==> config.mk <==
export PLATFORM = sky130hd
export DESIGN_NAME = lpecho_ram
export DESIGN_NICKNAME = d
export VERILOG_FILES = /design/src/hw/rtl/lowpass_echo_audio_effect_assert.svh /design/src/hw/rtl/lpecho_ram.sv
export SDC_FILE = /design/constraint.sdc
export NUM_CORES = 1
export LEC_CHECK = 0
export ABC_CLOCK_PERIOD_IN_PS = 3300
export BUFFER_PORTS_ARGS = -buffer_cell sky130_fd_sc_hd__buf_2
export CELL_PAD_IN_SITES_DETAIL_PLACEMENT = 1
export CELL_PAD_IN_SITES_GLOBAL_PLACEMENT = 2
export CORE_MARGIN = 2
export CORE_UTILIZATION = 54
export CTS_BUF_LIST = sky130_fd_sc_hd__clkbuf_2 sky130_fd_sc_hd__clkbuf_4 sky130_fd_sc_hd__clkbuf_8
export CTS_CLUSTER_DIAMETER = 50
export DETAILED_ROUTE_END_ITERATION = 8
export PLACE_DENSITY_LB_ADDON = 0.1
export SLEW_MARGIN = 15
export SYNTH_ARGS = -nofsm -noshare
export SYNTH_HDL_FRONTEND = slang
export SYNTH_SLANG_ARGS = --single-unit
==> constraint.sdc <==
create_clock -name clock -period 3.3 [get_ports clock]
set_input_delay 0.33 -clock clock [delete_from_list [all_inputs] [get_ports clock]]
set_output_delay 0.33 -clock clock [all_outputs]
set_load 0.005 [all_outputs]
==> src/hw/rtl/lowpass_echo_audio_effect_assert.svh <==
// Assertion macros used by the lowpass echo effect RTL.
`ifndef LOWPASS_ECHO_AUDIO_EFFECT_ASSERT_SVH
`define LOWPASS_ECHO_AUDIO_EFFECT_ASSERT_SVH
`ifndef SYNTHESIS
// Same-cycle implication, checked on clock and masked during reset.
`define LPECHO_ASSERT_IMP(lbl, ante, cons, msg) \
   lbl: assert property (@(posedge clock) disable iff (reset) (ante) |-> (cons)) \
      else $error(msg);
// Next-cycle implication, checked on clock and masked during reset.
`define LPECHO_ASSERT_NXT(lbl, ante, cons, msg) \
   lbl: assert property (@(posedge clock) disable iff (reset) (ante) |=> (cons)) \
      else $error(msg);
`else
`define LPECHO_ASSERT_IMP(lbl, ante, cons, msg)
`define LPECHO_ASSERT_NXT(lbl, ante, cons, msg)
`endif
`endif

==> src/hw/rtl/lpecho_ram.sv <==
// Generic simple dual-port RAM with one write port and one registered read port.
`default_nettype none
module lpecho_ram #(
   parameter int WIDTH = 8,
   parameter int DEPTH = 16
) (
   input  wire logic                     clock,
   input  wire logic                     wr_en,
   input  wire logic [$clog2(DEPTH)-1:0] wr_addr,
   input  wire logic [WIDTH-1:0]         wr_data,
   input  wire logic                     rd_en,
   input  wire logic [$clog2(DEPTH)-1:0] rd_addr,
   output logic [WIDTH-1:0]              rd_data
);

   logic [WIDTH-1:0] mem_ff [DEPTH];
   logic [WIDTH-1:0] rd_data_ff;

   // Write the addressed entry
   always_ff @(posedge clock) begin
      if (wr_en) begin
         mem_ff[wr_addr] <= wr_data;
      end
   end

   // Register read data; hold it between reads
   always_ff @(posedge clock) begin
      if (rd_en) begin
         rd_data_ff <= mem_ff[rd_addr];
      end
   end

   assign rd_data = rd_data_ff;

endmodule
`default_nettype wire

==> results of run 1 <==
-- cell usage in the layout, fill, tap and decap left out --
| cell | instances |
|---|---|
| clkinv_4 | 2 |
| inv_6 | 4 |
| nand3_1 | 1 |
| clkinv_1 | 1 |
| a22oi_1 | 16 |
| or3b_2 | 1 |
| buf_4 | 6 |
| nand2_1 | 9 |
| and2_1 | 1 |
| mux4_2 | 18 |
| clkbuf_4 | 2 |
| nand2b_1 | 2 |
| and2b_1 | 1 |
| nor2_1 | 13 |
| edfxtp_1 | 136 |
| buf_2 | 26 |
| mux4_1 | 14 |
| clkinvlp_4 | 3 |
| clkbuf_8 | 17 |
| nor2b_1 | 1 |
| bufinv_16 | 3 |
| nor3_1 | 4 |
| nand3b_1 | 2 |
-- where the power goes --
part           switching [uW]  internal, uW  total, uW  leakage [uW]
Sequential               12.5          1940       1960       0.00124
Combinational             102          69.3        171      0.000504
Clock                     640           773       1410      0.000202
Total                     755          2790       3540       0.00194
-- logic make-up after synthesis --
group                  count (synthesis)  synth area share [%]
AND/OR/NAND/NOR                       35                  3.14
multiplexers                          32                  14.8
flip-flops                           136                  78.1
AO/OA/AOI/OAI                         16                  2.30
buffers and inverters                 10                  1.65
-- routing by layer --
layer / GRT usage, % / vias to the layer above / part of all wire [%]
met3: 6.22 / 13 / 6.2
met1: 33.6 / 1311 / 44
met2: 34.8 / 95 / 49
met4: 6.77 / 0 / 0.97
li1: - / 1061 / -
met5: 0 / - / 0
-- worst max-delay path, stage by stage --
cell	delay, ps
buf_2	260
buf_4	350
mux4_1	600
a22oi_1	260
nand2_1	100
-- cell type report --
type | instances | share of cell area (%)
clock buffer | 19 | 4.22
clock inverter | 13 | 2.87
multi-input combinational | 83 | 17.9
sequential | 136 | 69.3
tap | 129 | 2.74
timing repair buffer | 32 | 2.97
-- worst paths after layout --
check	start	endpoint	depth (start not counted)
setup reg to reg	mem_ff[2][0]$_DFFE_PP_	rd_data[0]$_DFFE_PP_	3
hold / removal	rd_en	rd_data[2]$_DFFE_PP_	1
setup / recovery	rd_addr[0]	rd_data[0]$_DFFE_PP_	5
hold reg to reg	mem_ff[4][7]$_DFFE_PP_	rd_data[7]$_DFFE_PP_	3
-- through the flow --
step,cell area [um2],hold WS [ps],total power (uW),setup slack (ps),utilization (%)
after floorplan,5230,429,2090,1480,-
after global placement,5480,722,2160,1090,58.7
after detailed placement,5480,722,2170,1080,58.7
after CTS,5900,251,3570,1530,63.2
after global routing,5900,248,3650,1470,63.2
final,5900,276,3540,1560,63.2
-- state kept, by name, summed over array words and instances, names as in the netlist --
name	cells
rd_data	8
mem_ff	128
==> results by group, run 1 <==
Outcome
  – Status: complete, no violations

Floorplan
  – Die extent in y: around 100 um
  – Ports: 27
  – Num rows: 35
  – Initial core utilization: a little under three fifths
  – Full die area: between 10,000 and 15,000 um2
  – Die Width: around 100 um
  – Core area: 9330 um2

Final layout
  – Final net count: between 200 and 300
  – Area Overhead vs Synth: 12.8%
  – Antenna diode count: 0
  – Register Area: slightly above 4000 um2
  – Layout fillers: between 700 and 800
  – Footprint of the multi-input gates: between 1000 and 1500 um2
  – Share of layout cells above drive strength 1: 29.0%
  – Finished Layout Cells: just over 400

Placement
  – Placed cells: 380
  – Port bufs: 26
  – Routability congestion estimate: around 0.74
  – Post-DP HPWL: 6740 um

STA
  – Final Max Slew Viols: 0
  – Max_slew headroom: a little over a third
  – Worst-Margin Slew: between 900 and 1000 ps
  – Setup Viol. Count Final: 0
  – Tcrit/Tclk final: 52.8%
  – Final Critical Period: roughly 1700 ps
  – F_max: 574 MHz
  – Setup TNS: 0 ps
  – RSZ-0062 raised after global routing: no
  – Clock skew after layout: about 9.6 ps
  – Final Hold Viols: 0

CTS
  – TritonCTS clock tree: built
  – Clock Tree Buf Depth: 2
  – Post-CTS Hold Buffers: 0
  – Worst skew pair latency: about 430 ps
  – CTS Buf Count: 17
  – CTS root buffer: clkbuf_8
  – Num Clock Sinks: 136
  – Post-CTS resize count: 0
  – Htree depth: 4
  – CTS clk-pin slew, worst paths: about 80 ps
  – Post-CTS Setup Bufs: 0

Synth
  – Top-count cell post-synth: edfxtp_1
  – Synth warn: 0
  – Ys flop type: edfxtp_1
  – Syn_area_per_cell: ~23 um2
  – Synthesized area: approximately 5200 um2
  – Top post-synthesis cells by count: edfxtp_1 (136), mux4_2 (18), a22oi_1 (16), mux4_1 (14), nor2_1 (13)
  – Syn Inst Count: 229
  – Post-synth cell types: 18
  – EDFF count, synth: ~140
  – Yosys top cell by area: edfxtp_1
  – Ranking of synthesized cells by area: edfxtp_1 (78%), mux4_2 (7.8%), mux4_1 (7.0%)
  – Async S/R FF share, synth: 0%
  – Syn_nets: ~250
  – Sequential fraction of the synthesis area: about four fifths
  – Synth top area share: 78.1%
  – FF+latch count, synth: ~140

GRT
  – GRT Residual Overflow: 0
  – Gr usage total: roughly 23%
  – Initial antenna violation count: 0
  – First-pass GRT wire length: about 16,000 um
  – Largest net degree at the start of global routing: 33
  – Vias in the first global route: 2,558

Route
  – Initial DRC count: around 210
  – Drt first pass iters: 4
  – Final wirelength: 10,700 um
  – Routed len/inst: 26.0 um
  – Mean number of vias per cell: approximately 6.0
  – Vias: between 2,000 and 2,500
  – # DRC: 0
  – Post-DRT Antenna Nets: 0

Critical path
  – CP Launch Type: input pin
  – WS Path Type: in -> reg
  – CP endpoint kind: flop
  – WP data required: roughly 3500 ps
  – Reg-to-reg slack, setup: about 1700 ps
  – Crit path DAT: about 1900 ps
  – Crit-path max FO: 14

Hold path
  – Hold Crit Class: in -> reg

Power and ir drop
  – Lkg Pwr: between 0.0015 and 0.002 uW
  – Pwr dens: approximately 600 nW/um2
  – Maximum vdd drop: slightly above 0.0003 V

Job
  – Max cap viols: 0
No activity file was read; power rests on OpenSTA's default activity.
==> run 2: changes to the inputs <==
- ABC_CLOCK_PERIOD_IN_PS: 3300 -> 1700
- CORE_UTILIZATION: 54 -> 50
- clock period: 3.3 -> 1.7 ns (I/O delays scaled with it)
==> results by group, run 2 (synthesis results as in run 1) <==
Route
  – Post-DRT Antenna Nets: 0 (unchanged)
  – Vias: 2,449 (-1.3%)
  – Drt first pass iters: 4 (unchanged)
  – Initial DRC count: 172 (-17%)
  – Mean number of vias per cell: 5.64 (-6.3%)
  – Final wirelength: 10,200 um (-4.2%)
  – # DRC: 0 (unchanged)
  – Routed len/inst: 23.6 um (-9.1%)

GRT
  – GRT Residual Overflow: 0 (unchanged)
  – Largest net degree at the start of global routing: 33 (unchanged)
  – Vias in the first global route: 2,651 (+3.6%)
  – Initial antenna violation count: 0 (unchanged)
  – First-pass GRT wire length: 15,900 um (-1.4%)
  – Gr usage total: 20.1% (-2.9 points)

Job
  – Max cap viols: 0 (unchanged)

Hold path
  – Hold Crit Class: in -> reg
  – Startpoint of the worst hold path: rd_en

Final layout
  – Fin util: 58.6% (-4.6 points)
  – Share of layout cells above drive strength 1: 31.2% (+2.2 points)
  – Largest register FFs: 128 (unchanged)
  – Largest Register: mem_ff
  – Commonest non-fill, non-tap cells in the layout: edfxtp_1 (136), buf_2 (26), buf_4 (20)
  – Finished Layout Cells: 434 (+5.3%)
  – Area Overhead vs Synth: 14.7%
  – Design Area, Final: 5990 um2 (+1.7%)
  – Most common cell after layout, fill and taps aside: edfxtp_1
  – Antenna diode count: 0 (unchanged)
  – Layout fillers: 872 (+12%)
  – Final net count: 307 (+6.2%)

Critical path
  – Reg2reg start: mem_ff[1][5]$_DFFE_PP_
  – WP data required: 1870 ps (-1600 ps)
  – Crit path DAT: 1690 ps (-220 ps)
  – WS Path Type: reg -> reg
  – CP endpoint kind: flop
  – CP Launch Type: flop
  – Crit path from: mem_ff[1][5]$_DFFE_PP_
  – Crit-path max FO: 1 (-13)

Power and ir drop
  – Lkg Pwr: 0.00202 uW (+4.2%)
  – Pwr dens: 1070 nW/um2 (+78%)
  – Maximum vdd drop: 0.000578 V (+88%)

STA
  – Tcrit/Tclk final: between 80% and 90%
  – Final Hold Viols: 0 (unchanged)
  – Clock skew after layout: 5.62 ps (-3.94 ps)
  – RSZ-0062 raised after global routing: no
  – Max_slew headroom: 71.2% (+36 points)
  – Setup TNS: 0 ps (unchanged)
  – Worst-Margin Slew: 433 ps (-535 ps)
  – F_max: between 600 and 700 MHz
  – Final Critical Period: between 1500 and 2000 ps
  – Hold WS: 128 ps (-148 ps)
  – Setup Viol. Count Final: 0 (unchanged)
  – Final Max Slew Viols: 0 (unchanged)

Floorplan
  – Die extent in y: 106 um (+3.8%)
  – Die Width: 106 um (+3.8%)
  – Core area: 10,200 um2 (+9.7%)
  – Initial core utilization: 51.1% (-4.9 points)
  – Ports: 27 (unchanged)
  – Num rows: 37 (+5.7%)
  – Full die area: 11,300 um2 (+7.7%)

CTS
  – Post-CTS Setup Bufs: 0 (unchanged)
  – Post-CTS resize count: 0 (unchanged)
  – Post-CTS Hold Buffers: 0 (unchanged)
  – TritonCTS clock tree: built
  – Worst skew pair latency: 420 ps (about the same)
  – Htree depth: 4 (unchanged)
  – CTS Buf Count: 17 (unchanged)
  – Num Clock Sinks: 136 (unchanged)
  – Clock Tree Buf Depth: 2 (unchanged)
  – CTS root buffer: clkbuf_8
  – CTS clk-pin slew, worst paths: 70 ps (about the same)

Placement
  – Post-DP HPWL: 6720 um (-0.37%)
  – Placed cells: 405 (+6.6%)
  – Area after DPL: 5670 um2 (+3.5%)
  – Routability congestion estimate: 0.749 (+1.9%)
  – Port bufs: 26 (unchanged)

Outcome
  – Status: complete, no violations
run 2: changes by cell type in the layout (fill, tap and decap cells not counted), sizes merged:
cell / before / now
clkinv: 3 / 7
clkinvlp: 3 / 0
bufinv: 3 / 1
buf: 32 / 50
clkbuf: 19 / 21
inv: 4 / 0
run 2: final timing paths:
path	end	slack [ps]	cells past startpoint
max reg2reg	rd_data[5]$_DFFE_PP_	170	3
min reg2reg	rd_data[6]$_DFFE_PP_	740	3
max	rd_data[5]$_DFFE_PP_	170	3
min	rd_data[5]$_DFFE_PP_	130	1
run 2: metrics by stage:
| step | power [uW] | setup slack, ps |
|---|---|---|
| 5_1_grt | 6610 | 84.3 |
| 6_report | 6400 | 171 |
| 3_3_place_gp | 4220 | -65.8 |
| 3_5_place_dp | 4240 | -111 |
| 2_1_floorplan | 4050 | 37.1 |
| 4_1_cts | 6470 | 150 |
run 2: power by group:
part,switching (uW),leakage (uW),internal [uW],total [uW]
Sequential,19.6,0.00124,3780,3800
Clock,1080,0.000170,1160,2250
Combinational,199,0.000618,160,359
run 2: worst max-delay path, stage by stage, from the launching register on:
cell      delay, ps
edfxtp_1        350
mux4_1          510
a22oi_1         330
nand2_1         100
run 2: routing by layer:
| metal | GRT usage (%) | wire length, um | vias to the layer above |
|---|---|---|---|
| met5 | 0 | 0 | - |
| met4 | 6.48 | 29 | 0 |
| met3 | 5.33 | 535 | 2 |
| met2 | 31.3 | 5180 | 70 |
| met1 | 28.2 | 4500 | 1283 |
| li1 | - | - | 1094 |
run 2: layout make-up:
type / instances / area [um2] / share of cell area [%]
Sequential cell: 136 / 4080 / 68.1
Multi-Input combinational cell: 83 / 1060 / 17.6
Timing Repair Buffer: 50 / 360 / 6.01
Clock buffer: 21 / 264 / 4.40
Tap cell: 136 / 170 / 2.84
Clock inverter: 8 / 58.8 / 0.981
==> run 3: changes to the inputs <==
- CELL_PAD_IN_SITES_DETAIL_PLACEMENT: 1 -> not set
- CELL_PAD_IN_SITES_GLOBAL_PLACEMENT: 2 -> not set
- CORE_UTILIZATION: 50 -> 55
- PLACE_DENSITY: not set -> 0.73
- PLACE_DENSITY_LB_ADDON: 0.1 -> not set
==> results by group, run 3 (synthesis results as in run 1) <==
Critical path
  – Crit path cell chain: mux4_2 > a22oi_1 > nand2_1
  – Crit path max-delay cell type: mux4_2
  – Reg2reg start: mem_ff[1][6]$_DFFE_PP_
  – FF-to-FF path depth: 3 (unchanged)
  – CP bufs+invs: 0 (unchanged)
  – Reg-to-Reg End: rd_data[6]$_DFFE_PP_
  – Worst path top cell family by delay: multiplexers
  – Max stage delay on crit path: 460 ps (-50 ps)
  – CP endpoint kind: flop
  – WS Path Type: reg -> reg
  – CP Launch Type: flop
  – Crit path DAT: 1700 ps (about the same)
  – WP data required: 1860 ps (about the same)
  – Reg-to-reg slack, setup: 170 ps (about the same)
  – Crit-path max FO: 1 (unchanged)

Hold path
  – Startpoint of the worst hold path: rd_en
  – Hold Crit Class: in -> reg
  – Hold EP: rd_data[0]$_DFFE_PP_
  – WHS Path Cells: 1 (unchanged)

Final layout
  – Most common cell after layout, fill and taps aside: edfxtp_1
  – Commonest non-fill, non-tap cells in the layout: edfxtp_1 (136), buf_2 (26), buf_4 (26)
  – Area Overhead vs Synth: 17.4%
  – Share of layout cells above drive strength 1: 34.3% (+3.1 points)
  – Fin util: 66.4% (+7.9 points)
  – Layout fillers: 620 (-29%)
  – Largest Register: mem_ff
  – Finished Layout Cells: 435 (+0.23%)
  – Largest register FFs: 128 (unchanged)
  – Final net count: 312 (+1.6%)
  – Antenna diode count: 0 (unchanged)

Route
  – Mean number of vias per cell: 5.78 (+2.5%)
  – Final wirelength: 9600 um (-6.3%)
  – # DRC: 0 (unchanged)
  – Initial DRC count: 147 (-15%)
  – Post-DRT Antenna Nets: 0 (unchanged)
  – Routed len/inst: 22.1 um (-6.5%)
  – Drt first pass iters: 4 (unchanged)
  – Vias: 2,516 (+2.7%)

Power and ir drop
  – Maximum vdd drop: 0.000596 V (+3.0%)
  – Lkg Pwr: 0.00210 uW (+3.9%)
  – Pwr Total: 7070 uW (+11%)
  – Pwr dens: 1150 nW/um2 (+7.9%)

STA
  – RSZ-0062 raised after global routing: no
  – Clock skew after layout: 8.80 ps (+3.19 ps)
  – Setup Viol. Count Final: 0 (unchanged)
  – Tcrit/Tclk final: 90.1% (+0.17 points)
  – Final Max Slew Viols: 0 (unchanged)
  – F_max: 653 MHz (-0.19%)
  – Worst-Margin Slew: 412 ps (-20.6 ps)
  – Max_slew headroom: 72.5% (+1.4 points)
  – Final Critical Period: 1530 ps (+2.92 ps)
  – Final Hold Viols: 0 (unchanged)
  – Setup TNS: 0 ps (unchanged)
  – Hold WS: 132 ps (+3.66 ps)

Floorplan
  – Full die area: 10,300 um2 (-8.8%)
  – Die extent in y: 101 um (-4.5%)
  – Initial core utilization: 56.6% (+5.5 points)
  – Ports: 27 (unchanged)
  – Core area: 9240 um2 (-9.7%)
  – Die Width: 101 um (-4.5%)
  – Num rows: 35 (-5.4%)

CTS
  – Num Clock Sinks: 136 (unchanged)
  – Htree depth: 4 (unchanged)
  – Post-CTS Setup Bufs: 0 (unchanged)
  – CTS root buffer: clkbuf_8
  – TritonCTS clock tree: built
  – CTS clk-pin slew, worst paths: 70 ps (about the same)
  – Post-CTS Hold Buffers: 0 (unchanged)
  – Post-CTS resize count: 0 (unchanged)
  – CTS Buf Count: 17 (unchanged)
  – Worst skew pair latency: 420 ps (about the same)
  – Clock Tree Buf Depth: 2 (unchanged)

GRT
  – GRT Residual Overflow: 0 (unchanged)
  – Gr usage total: 20.9% (+0.74 points)
  – Vias in the first global route: 2,543 (-4.1%)
  – Initial antenna violation count: 0 (unchanged)
  – First-pass GRT wire length: 14,800 um (-7.1%)
  – Largest net degree at the start of global routing: 26 (-21%)

Placement
  – Placed cells: 403 (-0.49%)
  – Port bufs: 26 (unchanged)
  – Post-DP HPWL: 6370 um (-5.2%)
  – Routability congestion estimate: 0.825 (+10%)

Job
  – Max cap viols: 0 (unchanged)

Outcome
  – Status: complete, no violations
-- run 3: cell types whose count changed in the layout (fill, tap and decap cells not counted) --
cell,change
clkinv_1,-4
bufinv_16,+4
buf_12,-1
clkbuf_4,-2
buf_4,+6
clkinv_4,+3
clkinv_2,+1
clkinvlp_4,+1
-- run 3: through the flow --
stage	area, um2	setup WS, ps
floorplan	5230	37.1
global route	6140	109
detailed placement	5690	-99.1
global placement	5690	-85.3
CTS	6140	183
finish	6140	168
-- run 3: where the power goes --
group          internal (uW)  switching (uW)  total (uW)
Combinational            160             195         354
Sequential              3770            19.9        3790
Clock                   1770            1150        2920
-- run 3: how the worst max path moves through the flow --
| stage | start | to | slack [ps] | depth (start not counted) |
|---|---|---|---|---|
| finish | mem_ff[1][6]$_DFFE_PP_ | rd_data[6]$_DFFE_PP_ | 170 | 3 |
| global route | mem_ff[1][6]$_DFFE_PP_ | rd_data[6]$_DFFE_PP_ | 110 | 3 |
| CTS | mem_ff[1][0]$_DFFE_PP_ | rd_data[0]$_DFFE_PP_ | 180 | 3 |
| detailed placement | rd_addr[0] | rd_data[4]$_DFFE_PP_ | -100 | 5 |
| global placement | rd_addr[0] | rd_data[4]$_DFFE_PP_ | -90 | 5 |
| floorplan | wr_addr[2] | mem_ff[0][0]$_DFFE_PP_ | 40 | 2 |
-- run 3: final cells by class --
class / instances / area [um2] / share of cell area [%]
multi-input cells: 83 / 1060 / 17.2
well taps: 129 / 161 / 2.63
clock buffers: 19 / 249 / 4.06
repair buffers: 55 / 385 / 6.28
clock inverters: 13 / 203 / 3.30
flip-flops and latches: 136 / 4080 / 66.5
-- run 3: layer usage --
layer / wire length (um) / GRT usage, %
met1: 4060 / 28.6
met2: 4710 / 32.6
met3: 672 / 5.59
met4: 162 / 8.32
met5: 0 / 0
